### src/hw/rtl/digital_clock_with_set_and_display_scan_macros.svh
// Assertion macros for the digital clock block.
// Taken in by the top level only; it depends on nothing else.
`ifndef DIGITAL_CLOCK_WITH_SET_AND_DISPLAY_SCAN_MACROS_SVH
`define DIGITAL_CLOCK_WITH_SET_AND_DISPLAY_SCAN_MACROS_SVH

// The consequent holds in the same cycle as the antecedent.
`define DCLK_ASSERT_NOW(label, clk, rstn, ante, cons, msg) \
    label: assert property (@(posedge clk) disable iff (!rstn) (ante) |-> (cons)) \
        else $error(msg);

// The consequent holds in the cycle after the antecedent.
`define DCLK_ASSERT_NEXT(label, clk, rstn, ante, cons, msg) \
    label: assert property (@(posedge clk) disable iff (!rstn) (ante) |=> (cons)) \
        else $error(msg);

`endif

### src/hw/rtl/dclk_pkg.sv
// Types, constants and helper functions of the digital clock block.
// Used by digital_clock_with_set_and_display_scan; depends on nothing.
`default_nettype none

package dclk_pkg;

    typedef enum logic {
        CMD_TICK = 1'b0,
        CMD_SCAN = 1'b1
    } cmd_t;

    typedef enum logic [1:0] {
        DIGIT_HOUR_TENS  = 2'd0,
        DIGIT_HOUR_UNITS = 2'd1,
        DIGIT_MIN_TENS   = 2'd2,
        DIGIT_MIN_UNITS  = 2'd3
    } digit_t;

    typedef struct packed {
        cmd_t command;
        logic raw_hour_switch;
        logic raw_minute_switch;
    } in_item_t;

    typedef struct packed {
        logic [7:0] anode_byte;
        logic [7:0] segment_byte;
        logic [4:0] hours_now;
        logic [5:0] minutes_now;
        logic [5:0] seconds_now;
        logic       time_is_set;
    } result_item_t;

    localparam logic [9:0] TICK_LIMIT_RESET = 10'd511;
    localparam logic [7:0] PRESS_PATTERN    = 8'h80;
    localparam logic [4:0] LAST_HOUR        = 5'd23;
    localparam logic [5:0] LAST_SIXTY       = 6'd59;

    function automatic logic [4:0] next_hour(input logic [4:0] h);
        return (h >= LAST_HOUR) ? 5'd0 : h + 5'd1;
    endfunction

    function automatic logic [5:0] next_sixty(input logic [5:0] v);
        return (v >= LAST_SIXTY) ? 6'd0 : v + 6'd1;
    endfunction

    function automatic logic [2:0] tens_of(input logic [5:0] v);
        logic [2:0] t;
        if (v >= 6'd60) begin
            t = 3'd6;
        end else if (v >= 6'd50) begin
            t = 3'd5;
        end else if (v >= 6'd40) begin
            t = 3'd4;
        end else if (v >= 6'd30) begin
            t = 3'd3;
        end else if (v >= 6'd20) begin
            t = 3'd2;
        end else if (v >= 6'd10) begin
            t = 3'd1;
        end else begin
            t = 3'd0;
        end
        return t;
    endfunction

    function automatic logic [3:0] units_of(input logic [5:0] v);
        logic [5:0] r;
        r = v - 6'(tens_of(v)) * 6'd10;
        return r[3:0];
    endfunction

    function automatic logic [6:0] seg_of(input logic [3:0] d);
        logic [6:0] s;
        unique case (d)
            4'd0: s = 7'h3f;
            4'd1: s = 7'h06;
            4'd2: s = 7'h5b;
            4'd3: s = 7'h4f;
            4'd4: s = 7'h66;
            4'd5: s = 7'h6d;
            4'd6: s = 7'h7d;
            4'd7: s = 7'h07;
            4'd8: s = 7'h7f;
            4'd9: s = 7'h6f;
            default: s = 7'h00;
        endcase
        return s;
    endfunction

endpackage

`default_nettype wire

### src/hw/rtl/digital_clock_with_set_and_display_scan.sv
// Top level of the 24-hour clock with set buttons and a four-digit display scan.
// Depends on dclk_pkg and on digital_clock_with_set_and_display_scan_macros.svh.
//
// The block takes one request per clock cycle while the result side is ready, and returns
// one result per request. A request is held in an input register, the time, prescaler,
// debouncers and scan position are updated by one pass of short logic, and the result
// lands in an output register that lets the next request in while it waits to be taken.
// A tick request runs the prescaler and the debouncers; a scan request returns the anode
// and segment bytes of the next digit. The user must write the tick limit through the
// configuration channel only while no request is in flight; the block itself does not
// enforce this. The tick limit resets to 511.
`default_nettype none

`include "digital_clock_with_set_and_display_scan_macros.svh"

module digital_clock_with_set_and_display_scan
    import dclk_pkg::*;
(
    input  wire logic         aclk,
    input  wire logic         aresetn,
    input  wire logic         cfg_valid,
    output logic              cfg_ready,
    input  wire logic [9:0]   cfg_data,
    input  wire logic         s_valid,
    output logic              s_ready,
    input  wire in_item_t     s_item,
    output logic              m_valid,
    input  wire logic         m_ready,
    output result_item_t      m_item
);

    logic         in_vld_reg;
    in_item_t     in_reg;
    logic         out_vld_reg;
    result_item_t out_reg;
    result_item_t out_next;
    logic         fire;

    logic [9:0] tick_limit_reg;
    logic [9:0] prescale_reg, prescale_next;
    logic [4:0] hours_reg, hours_next;
    logic [5:0] minutes_reg, minutes_next;
    logic [5:0] seconds_reg, seconds_next;
    logic       set_reg, set_next;
    logic [7:0] hour_db_reg, hour_db_next;
    logic [7:0] minute_db_reg, minute_db_next;
    digit_t     scan_reg, scan_next;

    logic       odd_second;
    logic [3:0] digit_value;
    logic [6:0] digit_segments;

    assign cfg_ready = 1'b1;
    assign fire      = in_vld_reg && (!out_vld_reg || m_ready);
    assign s_ready   = !in_vld_reg || fire;
    assign m_valid   = out_vld_reg;
    assign m_item    = out_reg;

    always_ff @(posedge aclk) begin
        if (!aresetn) begin
            in_vld_reg     <= 1'b0;
            out_vld_reg    <= 1'b0;
            tick_limit_reg <= TICK_LIMIT_RESET;
            prescale_reg   <= '0;
            hours_reg      <= '0;
            minutes_reg    <= '0;
            seconds_reg    <= '0;
            set_reg        <= 1'b0;
            hour_db_reg    <= '1;
            minute_db_reg  <= '1;
            scan_reg       <= DIGIT_HOUR_TENS;
        end else begin
            if (s_valid && s_ready) begin
                in_vld_reg <= 1'b1;
            end else if (fire) begin
                in_vld_reg <= 1'b0;
            end
            if (fire) begin
                out_vld_reg <= 1'b1;
            end else if (m_ready) begin
                out_vld_reg <= 1'b0;
            end
            if (cfg_valid) begin
                tick_limit_reg <= cfg_data;
            end
            prescale_reg  <= prescale_next;
            hours_reg     <= hours_next;
            minutes_reg   <= minutes_next;
            seconds_reg   <= seconds_next;
            set_reg       <= set_next;
            hour_db_reg   <= hour_db_next;
            minute_db_reg <= minute_db_next;
            scan_reg      <= scan_next;
        end
    end

    always_ff @(posedge aclk) begin
        if (s_valid && s_ready) begin
            in_reg <= s_item;
        end
        if (fire) begin
            out_reg <= out_next;
        end
    end

    assign odd_second = seconds_reg[0];

    always_comb begin
        unique case (scan_reg)
            DIGIT_HOUR_TENS:  digit_value = {1'b0, tens_of({1'b0, hours_reg})};
            DIGIT_HOUR_UNITS: digit_value = units_of({1'b0, hours_reg});
            DIGIT_MIN_TENS:   digit_value = {1'b0, tens_of(minutes_reg)};
            DIGIT_MIN_UNITS:  digit_value = units_of(minutes_reg);
            default:          digit_value = '0;
        endcase
        digit_segments = seg_of(digit_value);
    end

    always_comb begin
        prescale_next  = prescale_reg;
        hours_next     = hours_reg;
        minutes_next   = minutes_reg;
        seconds_next   = seconds_reg;
        set_next       = set_reg;
        hour_db_next   = hour_db_reg;
        minute_db_next = minute_db_reg;
        scan_next      = scan_reg;
        out_next       = '0;

        if (fire) begin
            unique case (in_reg.command)
                CMD_TICK: begin
                    if (prescale_reg > tick_limit_reg) begin
                        seconds_next = next_sixty(seconds_reg);
                        if (seconds_next == 6'd0) begin
                            minutes_next = next_sixty(minutes_reg);
                            if (minutes_next == 6'd0) begin
                                hours_next = next_hour(hours_reg);
                            end
                        end
                        prescale_next = 10'd1;
                    end else begin
                        prescale_next = prescale_reg + 10'd1;
                    end
                    hour_db_next   = {hour_db_reg[6:0], in_reg.raw_hour_switch};
                    minute_db_next = {minute_db_reg[6:0], in_reg.raw_minute_switch};
                    if (hour_db_next == PRESS_PATTERN) begin
                        hours_next = next_hour(hours_next);
                        set_next   = 1'b1;
                    end
                    if (minute_db_next == PRESS_PATTERN) begin
                        minutes_next = next_sixty(minutes_next);
                        seconds_next = 6'd0;
                        set_next     = 1'b1;
                    end
                end
                CMD_SCAN: begin
                    out_next.anode_byte = ~(8'd1 << scan_reg);
                    if (!set_reg && odd_second) begin
                        out_next.segment_byte = 8'h00;
                    end else begin
                        out_next.segment_byte =
                            {(scan_reg == DIGIT_HOUR_UNITS) && odd_second, digit_segments};
                    end
                    scan_next = digit_t'(scan_reg + 2'd1);
                end
                default: begin
                    out_next = '0;
                end
            endcase
        end

        out_next.hours_now   = hours_next;
        out_next.minutes_now = minutes_next;
        out_next.seconds_now = seconds_next;
        out_next.time_is_set = set_next;
    end

    `DCLK_ASSERT_NOW(a_time_in_range, aclk, aresetn, 1'b1, (hours_reg <= LAST_HOUR) && (minutes_reg <= LAST_SIXTY) && (seconds_reg <= LAST_SIXTY), "time of day left its range")
    `DCLK_ASSERT_NEXT(a_set_sticks, aclk, aresetn, set_reg, set_reg, "set flag was cleared")
    `DCLK_ASSERT_NEXT(a_tick_keeps_scan, aclk, aresetn, fire && (in_reg.command == CMD_TICK), $stable(scan_reg), "tick moved the scan position")
    `DCLK_ASSERT_NEXT(a_scan_keeps_time, aclk, aresetn, fire && (in_reg.command == CMD_SCAN), $stable(hours_reg) && $stable(minutes_reg) && $stable(seconds_reg), "scan changed the time")

endmodule

`default_nettype wire

### config.mk
export PLATFORM = sky130hd
export DESIGN_NAME = digital_clock_with_set_and_display_scan
export DESIGN_NICKNAME = d
export VERILOG_FILES = /design/src/hw/rtl/dclk_pkg.sv /design/src/hw/rtl/digital_clock_with_set_and_display_scan.sv
export VERILOG_INCLUDE_DIRS = /design/src /design/src/hw/rtl
export SDC_FILE = /design/constraint.sdc
export NUM_CORES = 1
export LEC_CHECK = 0
export BUFFER_PORTS_ARGS = -buffer_cell sky130_fd_sc_hd__buf_2
export CAP_MARGIN = 15
export CELL_PAD_IN_SITES_DETAIL_PLACEMENT = 1
export CELL_PAD_IN_SITES_GLOBAL_PLACEMENT = 2
export CORE_MARGIN = 4
export CORE_UTILIZATION = 40
export CTS_CLUSTER_SIZE = 10
export DETAILED_ROUTE_END_ITERATION = 7
export PLACE_DENSITY = 0.86
export SKIP_CTS_REPAIR_TIMING = 1
export SYNTH_ARGS = -nofsm -noshare
export SYNTH_HDL_FRONTEND = slang
export SYNTH_SLANG_ARGS = --single-unit
export TNS_END_PERCENT = 30
### constraint.sdc
create_clock -name aclk -period 8.8 [get_ports aclk]
set_clock_uncertainty 0.15 [all_clocks]
set_input_delay 1.32 -clock aclk [delete_from_list [all_inputs] [get_ports aclk]]
set_output_delay 1.32 -clock aclk [all_outputs]
set_load 0.02 [all_outputs]
# Word level (Yosys, flattened, before mapping)
# Memories as Yosys holds them, arrays and structs flattened. A register that Yosys moved wholly into a read port is not among the register bits.
# Cells that the tools add are included.
[totals] register_bits=93 mem_bits_ro=112 inputBits=18 out_inout_bits=37 word_cells=123 n_memories=1
[op_classes] add_sub_neg=9 n_mul=2 magnitude_cmp=18 n_eq_ne=5 shifts=1 mux=48 n_bitwise=2 n_reduce_logical=17
[memory_table] memory="(name not given)" words=16 width=7 read_ports=1 rd_ports_with_merged_regs=1 wr=0 line_no="dclk_pkg.sv:75" source="unique case (d)"
[op_table] operator="$mux 6" count=14
[op_table] operator="$mux 5" count=10
[op_table] operator="$ge 6x6->1 const B" count=6
[op_table] operator="$mux 3" count=8
[op_table] operator="$ge 5x5->1 const B" count=4
[op_table] operator="$add 6x1->6 const B" count=3
[op_table] operator="$ge 5x6->1 const B" count=3
[op_table] operator="$eq 8x8->1 const B" count=2
[op_table] operator="$pmux 4 s4" count=1
[op_table] operator="$ge 6x5->1 const B" count=2
[op_table] operator="$logic_not 6->1" count=2
[op_table] operator="$add 10x1->10 const B" count=1
[op_table] operator="$add 5x1->5 const B" count=2
[op_table] operator="$gt 10x10->1" count=1
[op_table] operator="$mux 1" count=10
[op_table] operator="$mux 10" count=1
[op_table] operator="$mux 2" count=4
[op_table] operator="$not 8->8" count=1
[op_table] operator="$shl 1x2->8 const A" count=1
[op_table] operator="$sub 4x4->4" count=2
[op_table] operator="$ge 6x4->1 const B" count=1
[op_table] operator="$mul 3x3->3 const B" count=2
[op_table] operator="$ge 5x4->1 const B" count=1
[op_table] operator="$eq 2x2->1 const B" count=2
[op_table] operator="other kinds (10)" count=18

# Longest topological paths before layout
[depth] depth_word=13 ltp_mapped=16 ltp_nobuf=16

# Worst setup path before layout
# Ideal clock, no wire load.
[synth_timing] path_kind="input port to flip-flop" start="input m_ready" end="register seconds_reg[5]" setup_time_ps=59 arrival_ps=4269 required_time_ps=8591 slack_ps=4322 stages=10 path_buffers=2 path_cell_list="nor2b_1 nor2b_1 nand2b_1 clkbuf_1 or3_1 clkbuf_1 nor2_1 a31oi_1 a211oi_1 and2_1"
[synth_lines] item="start, declared" line_no="digital_clock_with_set_and_display_scan.sv:28" source="input wire logic m_ready,"
[synth_lines] item="end signal, assigned" line_no="digital_clock_with_set_and_display_scan.sv:89" source="seconds_reg <= seconds_next;"
[synth_lines] item="end, declared" line_no="digital_clock_with_set_and_display_scan.sv:43" source="logic [5:0] seconds_reg, seconds_next;"

# Worst setup path in the final report
[layout_timing] start="register seconds_reg[0]" end="register minutes_reg[2]"
[layout_via] elab_chain_cells=12 word_cells_on_any_way=14 cone_classes="2 x add/sub; 2 x order compare; 9 x mux; 1 x reduce/logical"
[layout_lines] item="$add 6x1->6 / $ge 6x6->1 (equally long branches)" line_no="dclk_pkg.sv:44" source="return (v >= LAST_SIXTY) ? 6'd0 : v + 6'd1;"
[layout_lines] item="$mux 6 *" line_no="dclk_pkg.sv:44"
[layout_lines] item="$logic_not 6->1 *" line_no="digital_clock_with_set_and_display_scan.sv:135" source="if (seconds_next == 6'd0) begin"
[layout_lines] item="$mux 6 *" line_no="digital_clock_with_set_and_display_scan.sv:135"
[layout_lines] item="$mux 6 *" line_no="digital_clock_with_set_and_display_scan.sv:133" source="if (prescale_reg > tick_limit_reg) begin"
[layout_lines] item="$mux 6 *" line_no="digital_clock_with_set_and_display_scan.sv:131" source="unique case (in_reg.command)"
[layout_lines] item="$mux 6 *" line_no="digital_clock_with_set_and_display_scan.sv:130" source="if (fire) begin"
[layout_lines] item="$add 6x1->6 / $ge 6x6->1 (equally long branches)" line_no="dclk_pkg.sv:44"
[layout_lines] item="$mux 6" line_no="dclk_pkg.sv:44"
[layout_lines] item="$mux 6 *" line_no="digital_clock_with_set_and_display_scan.sv:151" source="if (minute_db_next == PRESS_PATTERN) begin"
[layout_lines] item="$mux 6 *" line_no="digital_clock_with_set_and_display_scan.sv:131"
[layout_lines] item="$mux 6 *" line_no="digital_clock_with_set_and_display_scan.sv:130"
[layout_lines] item="via minutes_next[2]" line_no="digital_clock_with_set_and_display_scan.sv:42" source="logic [5:0] minutes_reg, minutes_next;"
[layout_lines] item="end signal, assigned" line_no="digital_clock_with_set_and_display_scan.sv:88" source="minutes_reg <= minutes_next;"
[layout_lines] item="end, declared" line_no="digital_clock_with_set_and_display_scan.sv:42"
# The timed path passes the listed nets; every way through them passes the cells marked *. The select of a mux whose other input is x is not followed.
# A chain may end at the register's enable or synchronous reset.

==> results.py <==
metrics = {
    "global_routing": {
        "antenna_found_initial": 0,
        "grt_util_all_layers_pct": 19.1,
        "first_global_vias": 4600,
        "grt_pass1_wl_mm": 22.8,
        "grt_max_degree": 37,
        "grt_overflow": 0,
    },
    "floorplanning": {
        "core_um2": 12800,
        "initial_core_util_pct": 41.2,
        "dieArea_um2": 15100,
        "die_x_um": 123,
        "fp.dieH_um": 123,
        "ios": 55,
        "std_cell_rows": 41,
    },
    "cts": {
        "cts.sinks": 90,
        "htreeDepth": 3,
        "cts_tree": "yes",
        "clk_latency_ps": 350,
        "cts.reportedPaths.clkPinSlew_ps": 60,
        "cts-root-buf": "clkbuf_16",
        "numCtsBuffers": 9,
        "clockBufferDepth": 2,
    },
    "route": {
        "vias_per_cell": 5.58,
        "drc": 0,
        "drtIter0Drc": 205,
        "num_vias": 4423,
        "detail_route.wl_per_cell_um": 17.1,
        "finalWirelength_mm": 13.5,
        "ant_nets": 0,
        "drtPass1Iterations": 6,
    },
    "critical_path": {
        "cp_slowest_stage_delay_ps": 490,
        "crit_buf_inv": 0,
        "path_class": "flip-flop to flip-flop",
        "end_kind": "flip-flop",
        "critPathArrivalTime_ps": 4570,
        "worst-path-max-fanout": 10,
        "critPathSlowestCell": "o41a_1",
        "crit_chain": "ha_1 -> nand2_1 -> nor2b_1 -> o41a_1 -> nor3_4 -> nand2_1 -> o21ai_0 -> ha_1 -> o211ai_1 -> or3_1 -> mux2_2 -> a21o_1 -> a221oi_1 -> a21oi_1 -> and2_1",
        "cp-start-kind": "flip-flop",
        "cpLargestDelayFamily": "compound AO/OA/AOI/OAI gates",
        "required_ps": 8890,
    },
    "logic_synthesis": {
        "synth_largest_area_cell": "dfxtp_1",
        "synth_top_area_share_pct": 21.3,
        "ys_seq_area_share_pct": 40.7,
        "synth-edff-count": 34,
        "syn-cell-area_um2": 5270,
        "synth_nets": 630,
        "synth_area_per_cell_um2": 9.08,
        "ys_top_cells_by_area": "dfxtp_1 21%, edfxtp_1 19%, ha_1 7.1%",
        "syn_inst": 580,
        "postSynth.asyncResetShare_pct": 0,
        "synth.most_common_cell": "nand2_1",
        "yosysWarnings": 0,
        "ys_seq_elements": 90,
        "synth_ff_type": "dfxtp_1",
        "synth_common_cells": "78 x nand2_1, 56 x dfxtp_1, 45 x nor2_1",
        "yosys.cell_types.count": 78,
    },
    "cells_and_area": {
        "diodes": 0,
        "nNetsFinal": 665,
        "area_growth_pct": 11.6,
        "drive_gt1_share_pct": 15.0,
        "largest_reg_flops": 31,
        "fillers": 1532,
    },
    "sta": {
        "fin_tns_setup_ps": 0,
        "fin_crit_sh_pct": 50.9,
        "finalHoldViolCount": 0,
        "rsz0062_at_grt": "no",
        "worstMarginPinSlew_ps": 885,
        "period_minus_slack_ps": 4480,
        "drv_slew": 0,
        "clock.fmax_mhz": 223,
        "setup_slack_ps": 4320,
        "slew_headroom_pct": 41.0,
        "final-setup-viol-count": 0,
    },
    "placement": {
        "dp.final_hpwl_mm": 9.89,
        "gp_congestion": 0.858,
        "io_buffers": 53,
        "place_ws_ps": 4440,
    },
    "worst_hold_path": {
        "min_path_type": "flip-flop to flip-flop",
    },
    "power_and_ir_drop": {
        "ir_drop_mv": 0.105,
        "total_power_uw": 933,
        "power_density_nw_per_um2": 159,
        "leakagePower_nw": 2.38,
    },
    "run_status": {
        "outcome": "finished clean",
    },
    "flow_run": {
        "cap_violations": 0,
    },
}
==> cells in the final DEF (no fill, tap or decap), drive strengths merged, types with 4 or more instances in the layout <==
| cell | count |
|---|---|
| a22oi | 4 |
| nor4 | 5 |
| or2 | 4 |
| nor3 | 11 |
| inv | 34 |
| xor2 | 11 |
| nor4b | 4 |
| nand2b | 4 |
| clkinv | 5 |
| nand2 | 78 |
| and3 | 6 |
| and2 | 15 |
| o21ai | 25 |
| mux2i | 6 |
| xnor2 | 5 |
| a21oi | 28 |
| buf | 56 |
| edfxtp | 34 |
| dfxtp | 56 |
| o211ai | 11 |
| nand3 | 28 |
| o31ai | 5 |
| ha | 30 |
| o41ai | 4 |
| nand4 | 11 |
| clkbuf | 10 |
| a31oi | 10 |
| o22ai | 5 |
| a211oi | 7 |
| a21o | 4 |
| nor2b | 10 |
| nor2 | 45 |
==> worst reg2reg max path: stages (launching register included) <==
cell,delay [ps]
dfxtp_1,450
ha_1,320
nand2_1,100
nor2b_1,170
o41a_1,490
nor3_4,490
nand2_1,90
o21ai_0,300
ha_1,270
o211ai_1,110
or3_1,350
mux2_2,290
a21o_1,200
a221oi_1,300
a21oi_1,90
and2_1,180
==> kinds of logic (layout without fill, tap and decap cells) <==
logic type / Yosys count / count (layout) / share of synthesized area (%)
adders and majority gates: 33 / 33 / 8.08
AOI/OAI and AO/OA: 133 / 133 / 18.8
buffers and inverters: 67 / 107 / 6.08
muxes: 8 / 8 / 1.57
other: 1 / 1 / 0.0712
and+or+nand+nor: 232 / 232 / 22.0
DFF: 90 / 90 / 40.7
xor gates and xnor gates: 16 / 16 / 2.66
==> metal layers <==
metal	GRT usage (%)	vias up	wire (um)
met1	22.8	2181	6060
met2	34.0	69	6780
li1	-	2157	-
met5	0	-	0
met3	2.76	16	392
met4	7.98	0	282
==> final cells by class <==
| class | instances | area (um2) | share of cell area (%) |
|---|---|---|---|
| Clock buffer | 10 | 229 | 3.90 |
| Clock inverter | 6 | 57.6 | 0.979 |
| Inverter | 35 | 131 | 2.24 |
| Multi-Input combinational cell | 423 | 2810 | 47.9 |
| Sequential cell | 90 | 2140 | 36.4 |
| Tap cell | 172 | 215 | 3.66 |
| Timing Repair Buffer | 56 | 288 | 4.90 |
==> per-stage QoR <==
stage          hold slack, ps  cells  instance area [um2]  util [%]
2_1_floorplan             282    580                 5270         -
3_3_place_gp              292    776                 5590      43.8
3_5_place_dp              301    776                 5590      43.8
4_1_cts                   320    792                 5880      46.0
5_1_grt                   334    792                 5880      46.0
6_report                  317    792                 5880      46.0
==> final timing paths <==
kind | from | endpoint | slack (ps) | cells past startpoint
setup / recovery | seconds_reg[0] | minutes_reg[2] | 4320 | 15
hold / removal | minute_db_reg[6] | minute_db_reg[6] | 320 | 2
setup reg to reg | seconds_reg[0] | minutes_reg[2] | 4320 | 15
hold reg to reg | minute_db_reg[6] | minute_db_reg[6] | 320 | 2
==> power breakdown <==
group / total, mW / switching, mW / internal, mW
sequential: 0.462 / 0.0124 / 0.450
clock: 0.380 / 0.162 / 0.218
combinational: 0.0903 / 0.0581 / 0.0322
total: 0.933 / 0.233 / 0.700
Power figures use the tool's default switching activity.
